### src/rtl/core/arq_pkg.sv
`timescale 1ns / 1ps

package arq_pkg;

   // command codes
   localparam logic [1:0] CMD_PUSH   = 2'd0;
   localparam logic [1:0] CMD_PEEK   = 2'd1;
   localparam logic [1:0] CMD_RETIRE = 2'd2;

   localparam int CMD_W    = 2;
   localparam int BYTE_W   = 8;
   localparam int SLOT_W   = 3;
   localparam int TAG_W    = 32;
   // destination, type, sequence, result, detail
   localparam int FIELDS_W = 5 * BYTE_W;

   // sequencer to scan unit
   typedef struct packed {
      logic clear;   // new word accepted: drop accumulated scan results
      logic check;   // read data for one entry is on the memory output
   } scan_ctl_type;

   // scan unit to sequencer
   typedef struct packed {
      logic match;    // active entry with the same key
      logic free;     // inactive slot seen
      logic best;     // oldest active entry seen
      logic ret_hit;  // retire slot active with equal stamp
   } scan_stat_type;

endpackage

### src/rtl/core/arq_req_if.sv
`timescale 1ns / 1ps

interface arq_req_if;
   logic                       valid;
   logic                       ready;
   logic [arq_pkg::CMD_W-1:0]  cmd;
   logic [arq_pkg::BYTE_W-1:0] destination;
   logic [arq_pkg::BYTE_W-1:0] request_type;
   logic [arq_pkg::BYTE_W-1:0] request_seq;
   logic [arq_pkg::BYTE_W-1:0] result_code;
   logic [arq_pkg::BYTE_W-1:0] detail;
   logic [arq_pkg::SLOT_W-1:0] slot_index;
   logic [arq_pkg::TAG_W-1:0]  order_tag;

   modport source (
      output valid, cmd, destination, request_type, request_seq, result_code, detail,
             slot_index, order_tag,
      input  ready
   );
   modport sink (
      input  valid, cmd, destination, request_type, request_seq, result_code, detail,
             slot_index, order_tag,
      output ready
   );
endinterface

### src/rtl/core/arq_rsp_if.sv
`timescale 1ns / 1ps

interface arq_rsp_if;
   logic                       valid;
   logic                       ready;
   logic                       found;
   logic                       merged;
   logic                       evicted;
   logic [arq_pkg::SLOT_W-1:0] slot;
   logic [arq_pkg::TAG_W-1:0]  stamp;
   logic [arq_pkg::BYTE_W-1:0] out_destination;
   logic [arq_pkg::BYTE_W-1:0] out_type;
   logic [arq_pkg::BYTE_W-1:0] out_seq;
   logic [arq_pkg::BYTE_W-1:0] out_result;
   logic [arq_pkg::BYTE_W-1:0] out_detail;

   modport source (
      output valid, found, merged, evicted, slot, stamp, out_destination, out_type,
             out_seq, out_result, out_detail,
      input  ready
   );
   modport sink (
      input  valid, found, merged, evicted, slot, stamp, out_destination, out_type,
             out_seq, out_result, out_detail,
      output ready
   );
endinterface

### src/rtl/core/arq_ram.sv
`timescale 1ns / 1ps

module arq_ram #(
   parameter int WIDTH = 72,
   parameter int DEPTH = 8
) (
   input  logic                     clock,
   input  logic                     wr_en,
   input  logic [$clog2(DEPTH)-1:0] wr_addr,
   input  logic [WIDTH-1:0]         wr_data,
   input  logic [$clog2(DEPTH)-1:0] rd_addr,
   output logic [WIDTH-1:0]         rd_data
);

   logic [WIDTH-1:0] mem [DEPTH];
   logic [WIDTH-1:0] rd_data_ff;

   always_ff @(posedge clock) begin
      if (wr_en) begin
         mem[wr_addr] <= wr_data;
      end
      rd_data_ff <= mem[rd_addr];
   end

   assign rd_data = rd_data_ff;

endmodule

### src/rtl/core/arq_scan.sv
`timescale 1ns / 1ps

// Accumulates key match, first free slot, oldest active entry and the retire
// check while the sequencer walks the entry memory one word per cycle.
module arq_scan #(
   parameter int DEPTH      = 8,
   parameter int STAMP_BITS = 32
) (
   input  logic                                     clock,
   input  logic                                     reset,
   input  arq_pkg::scan_ctl_type                    ctl,
   input  logic [$clog2(DEPTH)-1:0]                 chk_idx,
   input  logic [STAMP_BITS+arq_pkg::FIELDS_W-1:0]  rd_data,
   input  logic [DEPTH-1:0]                         active,
   input  logic [arq_pkg::BYTE_W-1:0]               key_dst,
   input  logic [arq_pkg::BYTE_W-1:0]               key_typ,
   input  logic [arq_pkg::BYTE_W-1:0]               key_seq,
   input  logic [arq_pkg::SLOT_W-1:0]               ret_slot,
   input  logic [arq_pkg::TAG_W-1:0]                ret_tag,
   output arq_pkg::scan_stat_type                   stat,
   output logic [$clog2(DEPTH)-1:0]                 match_idx,
   output logic [STAMP_BITS-1:0]                    match_stamp,
   output logic [$clog2(DEPTH)-1:0]                 free_idx,
   output logic [$clog2(DEPTH)-1:0]                 best_idx,
   output logic [STAMP_BITS+arq_pkg::FIELDS_W-1:0]  best_data
);

   localparam int IDX_W  = $clog2(DEPTH);
   localparam int DATA_W = STAMP_BITS + arq_pkg::FIELDS_W;
   localparam int CMP_W  = IDX_W + arq_pkg::SLOT_W;
   localparam int BW     = arq_pkg::BYTE_W;

   logic [STAMP_BITS-1:0] e_stamp;
   logic [BW-1:0]         e_dst, e_typ, e_seq;
   logic                  e_act;
   logic [STAMP_BITS-1:0] age_diff;
   logic                  e_older;

   logic                  match_ff, match_in;
   logic                  free_ff, free_in;
   logic                  best_ff, best_in;
   logic                  ret_ff, ret_in;
   logic [IDX_W-1:0]      match_idx_ff, match_idx_in;
   logic [STAMP_BITS-1:0] match_stamp_ff, match_stamp_in;
   logic [IDX_W-1:0]      free_idx_ff, free_idx_in;
   logic [IDX_W-1:0]      best_idx_ff, best_idx_in;
   logic [DATA_W-1:0]     best_data_ff, best_data_in;

   assign e_stamp = rd_data[DATA_W-1 -: STAMP_BITS];
   assign e_dst   = rd_data[5*BW-1 -: BW];
   assign e_typ   = rd_data[4*BW-1 -: BW];
   assign e_seq   = rd_data[3*BW-1 -: BW];
   assign e_act   = active[chk_idx];

   // wrap-around age: older when the difference has its top bit set
   assign age_diff = e_stamp - best_data_ff[DATA_W-1 -: STAMP_BITS];
   assign e_older  = age_diff[STAMP_BITS-1];

   always_comb begin
      match_in       = match_ff;
      free_in        = free_ff;
      best_in        = best_ff;
      ret_in         = ret_ff;
      match_idx_in   = match_idx_ff;
      match_stamp_in = match_stamp_ff;
      free_idx_in    = free_idx_ff;
      best_idx_in    = best_idx_ff;
      best_data_in   = best_data_ff;
      if (ctl.clear) begin
         match_in = 1'b0;
         free_in  = 1'b0;
         best_in  = 1'b0;
         ret_in   = 1'b0;
      end else if (ctl.check) begin
         if (e_act && !match_ff && e_dst == key_dst && e_typ == key_typ
             && e_seq == key_seq) begin
            match_in       = 1'b1;
            match_idx_in   = chk_idx;
            match_stamp_in = e_stamp;
         end
         if (!e_act && !free_ff) begin
            free_in     = 1'b1;
            free_idx_in = chk_idx;
         end
         // strict compare keeps the lower slot on equal age
         if (e_act && (!best_ff || e_older)) begin
            best_in      = 1'b1;
            best_idx_in  = chk_idx;
            best_data_in = rd_data;
         end
         if (e_act && CMP_W'(chk_idx) == CMP_W'(ret_slot)
             && arq_pkg::TAG_W'(e_stamp) == ret_tag) begin
            ret_in = 1'b1;
         end
      end
   end

   always_ff @(posedge clock) begin
      if (reset) begin
         match_ff <= 1'b0;
         free_ff  <= 1'b0;
         best_ff  <= 1'b0;
         ret_ff   <= 1'b0;
      end else begin
         match_ff <= match_in;
         free_ff  <= free_in;
         best_ff  <= best_in;
         ret_ff   <= ret_in;
      end
      match_idx_ff   <= match_idx_in;
      match_stamp_ff <= match_stamp_in;
      free_idx_ff    <= free_idx_in;
      best_idx_ff    <= best_idx_in;
      best_data_ff   <= best_data_in;
   end

   assign stat.match   = match_ff;
   assign stat.free    = free_ff;
   assign stat.best    = best_ff;
   assign stat.ret_hit = ret_ff;
   assign match_idx    = match_idx_ff;
   assign match_stamp  = match_stamp_ff;
   assign free_idx     = free_idx_ff;
   assign best_idx     = best_idx_ff;
   assign best_data    = best_data_ff;

endmodule

### src/rtl/core/ack_reply_queue_core.sv
`timescale 1ns / 1ps

// channel  dir  handshake      word
// req_ch   in   valid/ready    cmd, key, result, detail, retire slot and tag
// rsp_ch   out  valid/ready    flags, slot, stamp, peeked entry fields
//
// Every command walks the entry memory once: one read per cycle, then a drain
// step and the finish step that loads the response; a new word is taken only
// after the finish step of the previous one (ready is high only in idle).
// The single read port of the entry memory sets the pace of the walk.
// Reset is synchronous; it clears the active bits and the stamp counter.
// A new word is taken while the response register still waits; the finish
// step stalls until that register is free.
module ack_reply_queue_core #(
   parameter int DEPTH      = 8,
   parameter int STAMP_BITS = 32
) (
   input logic       clock,
   input logic       reset,
   arq_req_if.sink   req_ch,
   arq_rsp_if.source rsp_ch
);

   localparam int IDX_W  = $clog2(DEPTH);
   localparam int DATA_W = STAMP_BITS + arq_pkg::FIELDS_W;
   localparam int BW     = arq_pkg::BYTE_W;

   localparam logic [1:0] ST_IDLE  = 2'd0;
   localparam logic [1:0] ST_SCAN  = 2'd1;
   localparam logic [1:0] ST_DRAIN = 2'd2;
   localparam logic [1:0] ST_DONE  = 2'd3;

   logic [1:0]              state_ff, state_in;
   logic [IDX_W-1:0]        idx_ff, idx_in;
   logic                    chk_vld_ff, chk_vld_in;
   logic [IDX_W-1:0]        chk_idx_ff, chk_idx_in;
   logic [DEPTH-1:0]        active_ff, active_in;
   logic [STAMP_BITS-1:0]   next_stamp_ff, next_stamp_in;

   logic [arq_pkg::CMD_W-1:0]  cmd_ff;
   logic [BW-1:0]              dst_ff, typ_ff, seq_ff, res_ff, det_ff;
   logic [arq_pkg::SLOT_W-1:0] ret_slot_ff;
   logic [arq_pkg::TAG_W-1:0]  ret_tag_ff;

   logic                       rsp_vld_ff, rsp_vld_in;
   logic                       rsp_found_ff, rsp_found_in;
   logic                       rsp_merged_ff, rsp_merged_in;
   logic                       rsp_evicted_ff, rsp_evicted_in;
   logic [arq_pkg::SLOT_W-1:0] rsp_slot_ff, rsp_slot_in;
   logic [arq_pkg::TAG_W-1:0]  rsp_stamp_ff, rsp_stamp_in;
   logic [arq_pkg::FIELDS_W-1:0] rsp_fields_ff, rsp_fields_in;

   logic                   accept;
   logic                   finish;
   arq_pkg::scan_ctl_type  ctl;
   arq_pkg::scan_stat_type stat;
   logic [IDX_W-1:0]       match_idx, free_idx, best_idx, sel_idx;
   logic [STAMP_BITS-1:0]  match_stamp;
   logic [DATA_W-1:0]      best_data;
   logic [DATA_W-1:0]      rd_data;
   logic                   wr_en;
   logic [IDX_W-1:0]       wr_addr;
   logic [DATA_W-1:0]      wr_data;

   assign req_ch.ready = (state_ff == ST_IDLE);
   assign accept       = req_ch.valid && req_ch.ready;
   assign finish       = (state_ff == ST_DONE) && (!rsp_vld_ff || rsp_ch.ready);
   assign ctl.clear    = accept;
   assign ctl.check    = chk_vld_ff;
   // a full table has no free slot: replace the oldest
   assign sel_idx      = stat.free ? free_idx : best_idx;

   arq_ram #(
      .WIDTH (DATA_W),
      .DEPTH (DEPTH)
   ) u_ram (
      .clock   (clock),
      .wr_en   (wr_en),
      .wr_addr (wr_addr),
      .wr_data (wr_data),
      .rd_addr (idx_ff),
      .rd_data (rd_data)
   );

   arq_scan #(
      .DEPTH      (DEPTH),
      .STAMP_BITS (STAMP_BITS)
   ) u_scan (
      .clock       (clock),
      .reset       (reset),
      .ctl         (ctl),
      .chk_idx     (chk_idx_ff),
      .rd_data     (rd_data),
      .active      (active_ff),
      .key_dst     (dst_ff),
      .key_typ     (typ_ff),
      .key_seq     (seq_ff),
      .ret_slot    (ret_slot_ff),
      .ret_tag     (ret_tag_ff),
      .stat        (stat),
      .match_idx   (match_idx),
      .match_stamp (match_stamp),
      .free_idx    (free_idx),
      .best_idx    (best_idx),
      .best_data   (best_data)
   );

   // sequencer: the check follows the read pointer in the next cycle
   always_comb begin
      state_in   = state_ff;
      idx_in     = idx_ff;
      chk_vld_in = 1'b0;
      chk_idx_in = idx_ff;
      case (state_ff)
         ST_IDLE: begin
            if (accept) begin
               state_in = ST_SCAN;
               idx_in   = '0;
            end
         end
         ST_SCAN: begin
            chk_vld_in = 1'b1;
            if (idx_ff == IDX_W'(DEPTH - 1)) begin
               state_in = ST_DRAIN;
            end else begin
               idx_in = idx_ff + 1'b1;
            end
         end
         ST_DRAIN: begin
            state_in = ST_DONE;
         end
         ST_DONE: begin
            if (finish) begin
               state_in = ST_IDLE;
            end
         end
         default: begin
            state_in = ST_IDLE;
         end
      endcase
   end

   // finish step: memory write, active bits, stamp counter, response
   always_comb begin
      wr_en          = 1'b0;
      wr_addr        = sel_idx;
      wr_data        = {next_stamp_ff, dst_ff, typ_ff, seq_ff, res_ff, det_ff};
      active_in      = active_ff;
      next_stamp_in  = next_stamp_ff;
      rsp_vld_in     = rsp_vld_ff && !rsp_ch.ready;
      rsp_found_in   = rsp_found_ff;
      rsp_merged_in  = rsp_merged_ff;
      rsp_evicted_in = rsp_evicted_ff;
      rsp_slot_in    = rsp_slot_ff;
      rsp_stamp_in   = rsp_stamp_ff;
      rsp_fields_in  = rsp_fields_ff;
      if (finish) begin
         rsp_vld_in     = 1'b1;
         rsp_found_in   = 1'b0;
         rsp_merged_in  = 1'b0;
         rsp_evicted_in = 1'b0;
         rsp_slot_in    = '0;
         rsp_stamp_in   = '0;
         rsp_fields_in  = '0;
         case (cmd_ff)
            arq_pkg::CMD_PUSH: begin
               wr_en = 1'b1;
               if (stat.match) begin
                  wr_addr       = match_idx;
                  wr_data       = {match_stamp, dst_ff, typ_ff, seq_ff, res_ff, det_ff};
                  rsp_merged_in = 1'b1;
                  rsp_slot_in   = arq_pkg::SLOT_W'(match_idx);
                  rsp_stamp_in  = arq_pkg::TAG_W'(match_stamp);
               end else begin
                  active_in[sel_idx] = 1'b1;
                  next_stamp_in      = next_stamp_ff + 1'b1;
                  rsp_evicted_in     = !stat.free;
                  rsp_slot_in        = arq_pkg::SLOT_W'(sel_idx);
                  rsp_stamp_in       = arq_pkg::TAG_W'(next_stamp_ff);
               end
            end
            arq_pkg::CMD_PEEK: begin
               if (stat.best) begin
                  rsp_found_in  = 1'b1;
                  rsp_slot_in   = arq_pkg::SLOT_W'(best_idx);
                  rsp_stamp_in  = arq_pkg::TAG_W'(best_data[DATA_W-1 -: STAMP_BITS]);
                  rsp_fields_in = best_data[arq_pkg::FIELDS_W-1:0];
               end
            end
            arq_pkg::CMD_RETIRE: begin
               if (stat.ret_hit) begin
                  active_in[IDX_W'(ret_slot_ff)] = 1'b0;
                  rsp_found_in = 1'b1;
               end
            end
            default: begin
               // reserved command: all-zero response
            end
         endcase
      end
   end

   always_ff @(posedge clock) begin
      if (reset) begin
         state_ff      <= ST_IDLE;
         chk_vld_ff    <= 1'b0;
         active_ff     <= '0;
         next_stamp_ff <= '0;
         rsp_vld_ff    <= 1'b0;
      end else begin
         state_ff      <= state_in;
         chk_vld_ff    <= chk_vld_in;
         active_ff     <= active_in;
         next_stamp_ff <= next_stamp_in;
         rsp_vld_ff    <= rsp_vld_in;
      end
      idx_ff         <= idx_in;
      chk_idx_ff     <= chk_idx_in;
      rsp_found_ff   <= rsp_found_in;
      rsp_merged_ff  <= rsp_merged_in;
      rsp_evicted_ff <= rsp_evicted_in;
      rsp_slot_ff    <= rsp_slot_in;
      rsp_stamp_ff   <= rsp_stamp_in;
      rsp_fields_ff  <= rsp_fields_in;
      if (accept) begin
         cmd_ff      <= req_ch.cmd;
         dst_ff      <= req_ch.destination;
         typ_ff      <= req_ch.request_type;
         seq_ff      <= req_ch.request_seq;
         res_ff      <= req_ch.result_code;
         det_ff      <= req_ch.detail;
         ret_slot_ff <= req_ch.slot_index;
         ret_tag_ff  <= req_ch.order_tag;
      end
   end

   assign rsp_ch.valid           = rsp_vld_ff;
   assign rsp_ch.found           = rsp_found_ff;
   assign rsp_ch.merged          = rsp_merged_ff;
   assign rsp_ch.evicted         = rsp_evicted_ff;
   assign rsp_ch.slot            = rsp_slot_ff;
   assign rsp_ch.stamp           = rsp_stamp_ff;
   assign rsp_ch.out_destination = rsp_fields_ff[5*BW-1 -: BW];
   assign rsp_ch.out_type        = rsp_fields_ff[4*BW-1 -: BW];
   assign rsp_ch.out_seq         = rsp_fields_ff[3*BW-1 -: BW];
   assign rsp_ch.out_result      = rsp_fields_ff[2*BW-1 -: BW];
   assign rsp_ch.out_detail      = rsp_fields_ff[BW-1:0];

   a_rsp_from_finish: assert property (@(posedge clock) disable iff (reset)
      $rose(rsp_vld_ff) |-> $past(state_ff) == ST_DONE)
      else $error("response loaded outside the finish step");

   a_stamp_only_on_insert: assert property (@(posedge clock) disable iff (reset)
      (next_stamp_ff != $past(next_stamp_ff)) |->
         ($past(finish) && $past(cmd_ff) == arq_pkg::CMD_PUSH && !$past(stat.match)))
      else $error("stamp counter moved without an insert");

   a_evict_only_full: assert property (@(posedge clock) disable iff (reset)
      (finish && cmd_ff == arq_pkg::CMD_PUSH && !stat.match && !stat.free)
         |-> (&active_ff))
      else $error("eviction while a slot is free");

   a_merge_not_evict: assert property (@(posedge clock) disable iff (reset)
      rsp_vld_ff |-> !(rsp_merged_ff && rsp_evicted_ff))
      else $error("merge and eviction in one response");

   a_check_in_scan: assert property (@(posedge clock) disable iff (reset)
      chk_vld_ff |-> (state_ff == ST_SCAN || state_ff == ST_DRAIN))
      else $error("entry check outside the memory walk");

endmodule
### src/flat_wrapper.sv
// flat-port wrapper written by rule: the top's interface ports become plain ports
module ack_reply_queue_core_flat 
#(
   parameter int DEPTH      = 8,
   parameter int STAMP_BITS = 32
)
  (clock, reset, req_ch_valid, req_ch_cmd, req_ch_destination, req_ch_request_type, req_ch_request_seq, req_ch_result_code, req_ch_detail, req_ch_slot_index, req_ch_order_tag, req_ch_ready, rsp_ch_valid, rsp_ch_found, rsp_ch_merged, rsp_ch_evicted, rsp_ch_slot, rsp_ch_stamp, rsp_ch_out_destination, rsp_ch_out_type, rsp_ch_out_seq, rsp_ch_out_result, rsp_ch_out_detail, rsp_ch_ready);
  arq_req_if req_ch_i ();
  arq_rsp_if rsp_ch_i ();
  input logic clock;
  input logic reset;
  input wire logic [$bits(req_ch_i.valid)-1:0] req_ch_valid;
  input wire logic [$bits(req_ch_i.cmd)-1:0] req_ch_cmd;
  input wire logic [$bits(req_ch_i.destination)-1:0] req_ch_destination;
  input wire logic [$bits(req_ch_i.request_type)-1:0] req_ch_request_type;
  input wire logic [$bits(req_ch_i.request_seq)-1:0] req_ch_request_seq;
  input wire logic [$bits(req_ch_i.result_code)-1:0] req_ch_result_code;
  input wire logic [$bits(req_ch_i.detail)-1:0] req_ch_detail;
  input wire logic [$bits(req_ch_i.slot_index)-1:0] req_ch_slot_index;
  input wire logic [$bits(req_ch_i.order_tag)-1:0] req_ch_order_tag;
  output wire logic [$bits(req_ch_i.ready)-1:0] req_ch_ready;
  output wire logic [$bits(rsp_ch_i.valid)-1:0] rsp_ch_valid;
  output wire logic [$bits(rsp_ch_i.found)-1:0] rsp_ch_found;
  output wire logic [$bits(rsp_ch_i.merged)-1:0] rsp_ch_merged;
  output wire logic [$bits(rsp_ch_i.evicted)-1:0] rsp_ch_evicted;
  output wire logic [$bits(rsp_ch_i.slot)-1:0] rsp_ch_slot;
  output wire logic [$bits(rsp_ch_i.stamp)-1:0] rsp_ch_stamp;
  output wire logic [$bits(rsp_ch_i.out_destination)-1:0] rsp_ch_out_destination;
  output wire logic [$bits(rsp_ch_i.out_type)-1:0] rsp_ch_out_type;
  output wire logic [$bits(rsp_ch_i.out_seq)-1:0] rsp_ch_out_seq;
  output wire logic [$bits(rsp_ch_i.out_result)-1:0] rsp_ch_out_result;
  output wire logic [$bits(rsp_ch_i.out_detail)-1:0] rsp_ch_out_detail;
  input wire logic [$bits(rsp_ch_i.ready)-1:0] rsp_ch_ready;
  assign req_ch_i.valid = req_ch_valid;
  assign req_ch_i.cmd = req_ch_cmd;
  assign req_ch_i.destination = req_ch_destination;
  assign req_ch_i.request_type = req_ch_request_type;
  assign req_ch_i.request_seq = req_ch_request_seq;
  assign req_ch_i.result_code = req_ch_result_code;
  assign req_ch_i.detail = req_ch_detail;
  assign req_ch_i.slot_index = req_ch_slot_index;
  assign req_ch_i.order_tag = req_ch_order_tag;
  assign req_ch_ready = req_ch_i.ready;
  assign rsp_ch_valid = rsp_ch_i.valid;
  assign rsp_ch_found = rsp_ch_i.found;
  assign rsp_ch_merged = rsp_ch_i.merged;
  assign rsp_ch_evicted = rsp_ch_i.evicted;
  assign rsp_ch_slot = rsp_ch_i.slot;
  assign rsp_ch_stamp = rsp_ch_i.stamp;
  assign rsp_ch_out_destination = rsp_ch_i.out_destination;
  assign rsp_ch_out_type = rsp_ch_i.out_type;
  assign rsp_ch_out_seq = rsp_ch_i.out_seq;
  assign rsp_ch_out_result = rsp_ch_i.out_result;
  assign rsp_ch_out_detail = rsp_ch_i.out_detail;
  assign rsp_ch_i.ready = rsp_ch_ready;
  ack_reply_queue_core #(.DEPTH(DEPTH), .STAMP_BITS(STAMP_BITS)) u_core (.clock(clock), .reset(reset), .req_ch(req_ch_i), .rsp_ch(rsp_ch_i));
endmodule
### config.mk
export PLATFORM = sky130hd
export DESIGN_NAME = ack_reply_queue_core_flat
export DESIGN_NICKNAME = d
export VERILOG_FILES = /design/src/rtl/core/arq_pkg.sv /design/src/rtl/core/arq_req_if.sv /design/src/rtl/core/arq_rsp_if.sv /design/src/rtl/core/arq_ram.sv /design/src/rtl/core/arq_scan.sv /design/src/rtl/core/ack_reply_queue_core.sv /design/src/flat_wrapper.sv
export SDC_FILE = /design/constraint.sdc
export NUM_CORES = 1
export LEC_CHECK = 0
export ABC_AREA = 1
export BUFFER_PORTS_ARGS = -buffer_cell sky130_fd_sc_hd__buf_2
export CORE_UTILIZATION = 55
export CTS_CLUSTER_DIAMETER = 100
export DETAILED_ROUTE_END_ITERATION = 16
export PLACE_DENSITY = 0.82
export REMOVE_ABC_BUFFERS = 1
export SLEW_MARGIN = 15
export SYNTH_ARGS = -nofsm -noshare
export SYNTH_HDL_FRONTEND = slang
export SYNTH_SLANG_ARGS = --single-unit
### constraint.sdc
create_clock -name clock -period 6 [get_ports clock]
set_input_delay 1.2 -clock clock [delete_from_list [all_inputs] [get_ports clock]]
set_output_delay 1.2 -clock clock [all_outputs]
set_load 0.02 [all_outputs]
==> flow_metrics.py <==
metrics = {
    "run_status": {
        "outcome": "complete, no violations",
    },
    "placed_design": {
        "place.port_buffers": 160,
        "routabilityCongestion": 0.9560,
        "postPlaceCellArea_sq_um": 39330,
        "dp_hpwl_um": 50620,
    },
    "sta": {
        "grt_setup_unrepaired": "no",
        "slew_viol_final": 0,
        "tightest_slew_ps": 1216,
        "setup_viol": 0,
        "fin_crit_ps": 3589,
        "period_share_pct": 59.82,
        "skew_ps": 43.44,
        "slew_headroom_pct": 18.75,
        "setup_tns_ps": 0,
        "hold_viol": 0,
        "max_freq_mhz": 278.6,
    },
    "floorplanning": {
        "rows": 95,
        "io_pins": 161,
        "dieArea_sq_um": 69370,
        "die_h_um": 263.4,
        "start_util_pct": 55.76,
        "die_w_um": 263.4,
        "core_area_sq_um": 67400,
    },
    "worst_hold_path": {
        "hold_start": "u_core.u_ram.rd_data[10]",
        "hold_end": "u_core.u_scan.best_data[10]",
        "min_path_type": "flip-flop to flip-flop",
        "whs_path_depth": 0,
    },
    "drt": {
        "route.detailed.drc": 0,
        "dr.first_iter.drc_count": 3034,
        "ant_nets": 0,
        "via_count": 24220,
        "wirelength_um": 89210,
        "wl_per_cell_um": 21.73,
        "routed_via_density": 5.900,
        "first_pass_iters": 6,
    },
    "grt": {
        "grt_pass1_vias": 23640,
        "antenna_found_initial": 1,
        "grt_start_max_net_pins": 180,
        "grt_usage_pct": 25.37,
        "grt_remaining_overflow": 0,
        "grt_pass1_wl_um": 134700,
    },
    "cts": {
        "cts.sinks": 970,
        "clk_pin_slew_ps": 70,
        "post_cts_resized": 0,
        "insertion_delay_ps": 660,
        "htree_levels": 3,
        "numCtsBuffers": 93,
        "cts_root_buffer": "clkbuf_16",
        "cts_tree": "built",
        "clock_path_buffers": 3,
        "post-cts-setup-buffer-count": 0,
        "cts_hold_buffers": 0,
    },
    "flow_run": {
        "drv_cap": 0,
    },
    "synthesis": {
        "ys_types": 46,
        "synth_area_per_cell_sq_um": 12.50,
        "synth_top_area_share_pct": 67.69,
        "synth.most_common_cell": "edfxtp_1",
        "synthTopCellsByArea": "edfxtp_1 (68%), dfxtp_1 (6.6%), nor2_1 (6.5%), o21ai_0 (4.7%), nand2_1 (2.1%)",
        "ys_warn_count": 0,
        "synthFlopType": "edfxtp_1",
        "seq_area_frac_synth_pct": 74.24,
        "ys_ff_latch": 970,
        "synth_edf_count": 847,
        "synth_area_sq_um": 37580,
        "ys_async_sr_fraction_pct": 0,
        "yosysTopAreaCell": "edfxtp_1",
        "synth_common_cells": "edfxtp_1 (847), nor2_1 (653), o21ai_0 (354), nand2_1 (209), inv_1 (205)",
        "synth_cells": 3007,
    },
    "final_layout": {
        "drive_above_1_share_pct": 11.76,
        "finalInstanceArea_sq_um": 42470,
        "nFillCells": 4644,
        "antenna_cells": 0,
        "nets": 3273,
        "syn_to_final_growth_pct": 13.02,
    },
    "setup_path": {
        "r2r_end": "u_core.u_ram.mem[6][28]",
        "startpoint_type": "flip-flop",
        "critPathArrivalTime_ps": 3920,
        "reg2reg_slack_ps": 2410,
        "reg2reg_from": "u_core.cmd_ff[0]",
        "path_max_fanout": 40,
        "worst_r2r_path_depth": 9,
        "required_ps": 6330,
        "path_class": "flip-flop to flip-flop",
        "cp-end-kind": "flip-flop",
    },
    "pwr": {
        "ir_drop_v": 0.0003060,
        "power.leakage_nw": 14.96,
        "p_per_area_nw_per_um2": 442.0,
    },
}
-- layout make-up --
class                   instances  area, sq um  area share, %
repair buffers                187         1141          2.687
inverters                     215        822.0          1.936
well taps                     873         1092          2.572
multi-input cells            1685         8381          19.73
flip-flops and latches        970        27900          65.68
clock buffers                 127         2536          5.972
clock inverters                48        601.8          1.417
-- registers in the layout, indices dropped and copies added, names as in the netlist, 8 cells and up --
signal / count
u_core.rsp_fields_ff: 40
u_core.u_scan.best_data: 72
u_core.typ_ff: 8
u_core.dst_ff: 8
u_core.next_stamp_ff: 32
u_core.res_ff: 8
u_core.rsp_ch.stamp: 32
u_core.det_ff: 8
u_core.ret_tag_ff: 32
u_core.u_ram.rd_data: 72
u_core.active_ff: 8
u_core.u_ram.mem: 576
u_core.seq_ff: 8
u_core.u_scan.match_stamp: 32
-- layer usage --
metal	GRT usage, %	vias to the layer above	wire (um)
li1	-	10960	-
met1	34.75	11670	35370
met2	41.03	1393	42620
met3	4.649	203	8679
met4	8.898	0	2541
met5	0	-	0
-- power by group --
group          switching (mW)  leakage, nW  total, mW  internal (mW)
clock network            2.52         1.53       5.95           3.43
registers               0.605         8.70       8.74           8.13
logic                    2.89         4.73       4.08           1.19
total                    6.02         15.0       18.8           12.8
-- layout by cell type, fill, tap and decap left out, drive strengths merged, types with 21 or more instances in the layout --
cell      n
nor2    662
nand2   216
dfxtp   123
o21ai   361
buf     187
inv     216
nand3    27
clkinv   36
nor3     28
xor2     21
clkbuf  127
a22oi    35
ha       40
o22ai   106
nand4    24
a21oi    43
a31oi    76
edfxtp  847
-- worst max path at each step --
stage                                    start                 endpoint  slack [ps]  cells after the start
after floorplan           u_core.chk_idx_in[0]  u_core.u_ram.rd_data[0]       -3200                      5
after global placement            rsp_ch_ready  u_core.u_ram.mem[2][12]        1970                     11
after detailed placement          rsp_ch_ready   u_core.u_ram.mem[2][2]        1900                     11
after CTS                     u_core.cmd_ff[0]  u_core.u_ram.mem[6][15]        2490                      9
after global routing          u_core.cmd_ff[0]  u_core.u_ram.mem[6][15]        2240                      9
final                         u_core.cmd_ff[0]  u_core.u_ram.mem[6][28]        2410                      9
-- kinds of logic (layout without fill, tap and decap cells) --
kind of cell,count (synthesis),count (layout),synth area share [%]
simple gates,973,973,10.40
flops,970,970,74.24
compound gates,637,637,9.546
buf+inv,352,577,3.666
fa+ha+maj,40,40,1.332
xor+xnor,35,35,0.8158
-- worst max-delay path, stage by stage (launching register included) --
cell and delay (ps):
edfxtp_1 400, inv_1 110, ha_1 250, nand2_1 90, inv_2 600, a22oi_2 220, o22ai_1 320, nand2_1 210
nor2_4 690, buf_12 360
-- through the flow --
| stage | setup WS (ps) | utilization [%] | power [mW] | instances | hold WS [ps] |
|---|---|---|---|---|---|
| after floorplan | -3203 | - | 11.39 | 2870 | 385.5 |
| after global placement | 1973 | 58.36 | 12.63 | 3930 | 388.0 |
| after detailed placement | 1896 | 58.36 | 12.78 | 3930 | 388.7 |
| after CTS | 2493 | 63.02 | 18.75 | 4105 | 399.8 |
| after global routing | 2238 | 63.02 | 19.55 | 4105 | 408.9 |
| final | 2411 | 63.02 | 18.77 | 4105 | 396.1 |
No activity file was read; power rests on OpenSTA's default activity.
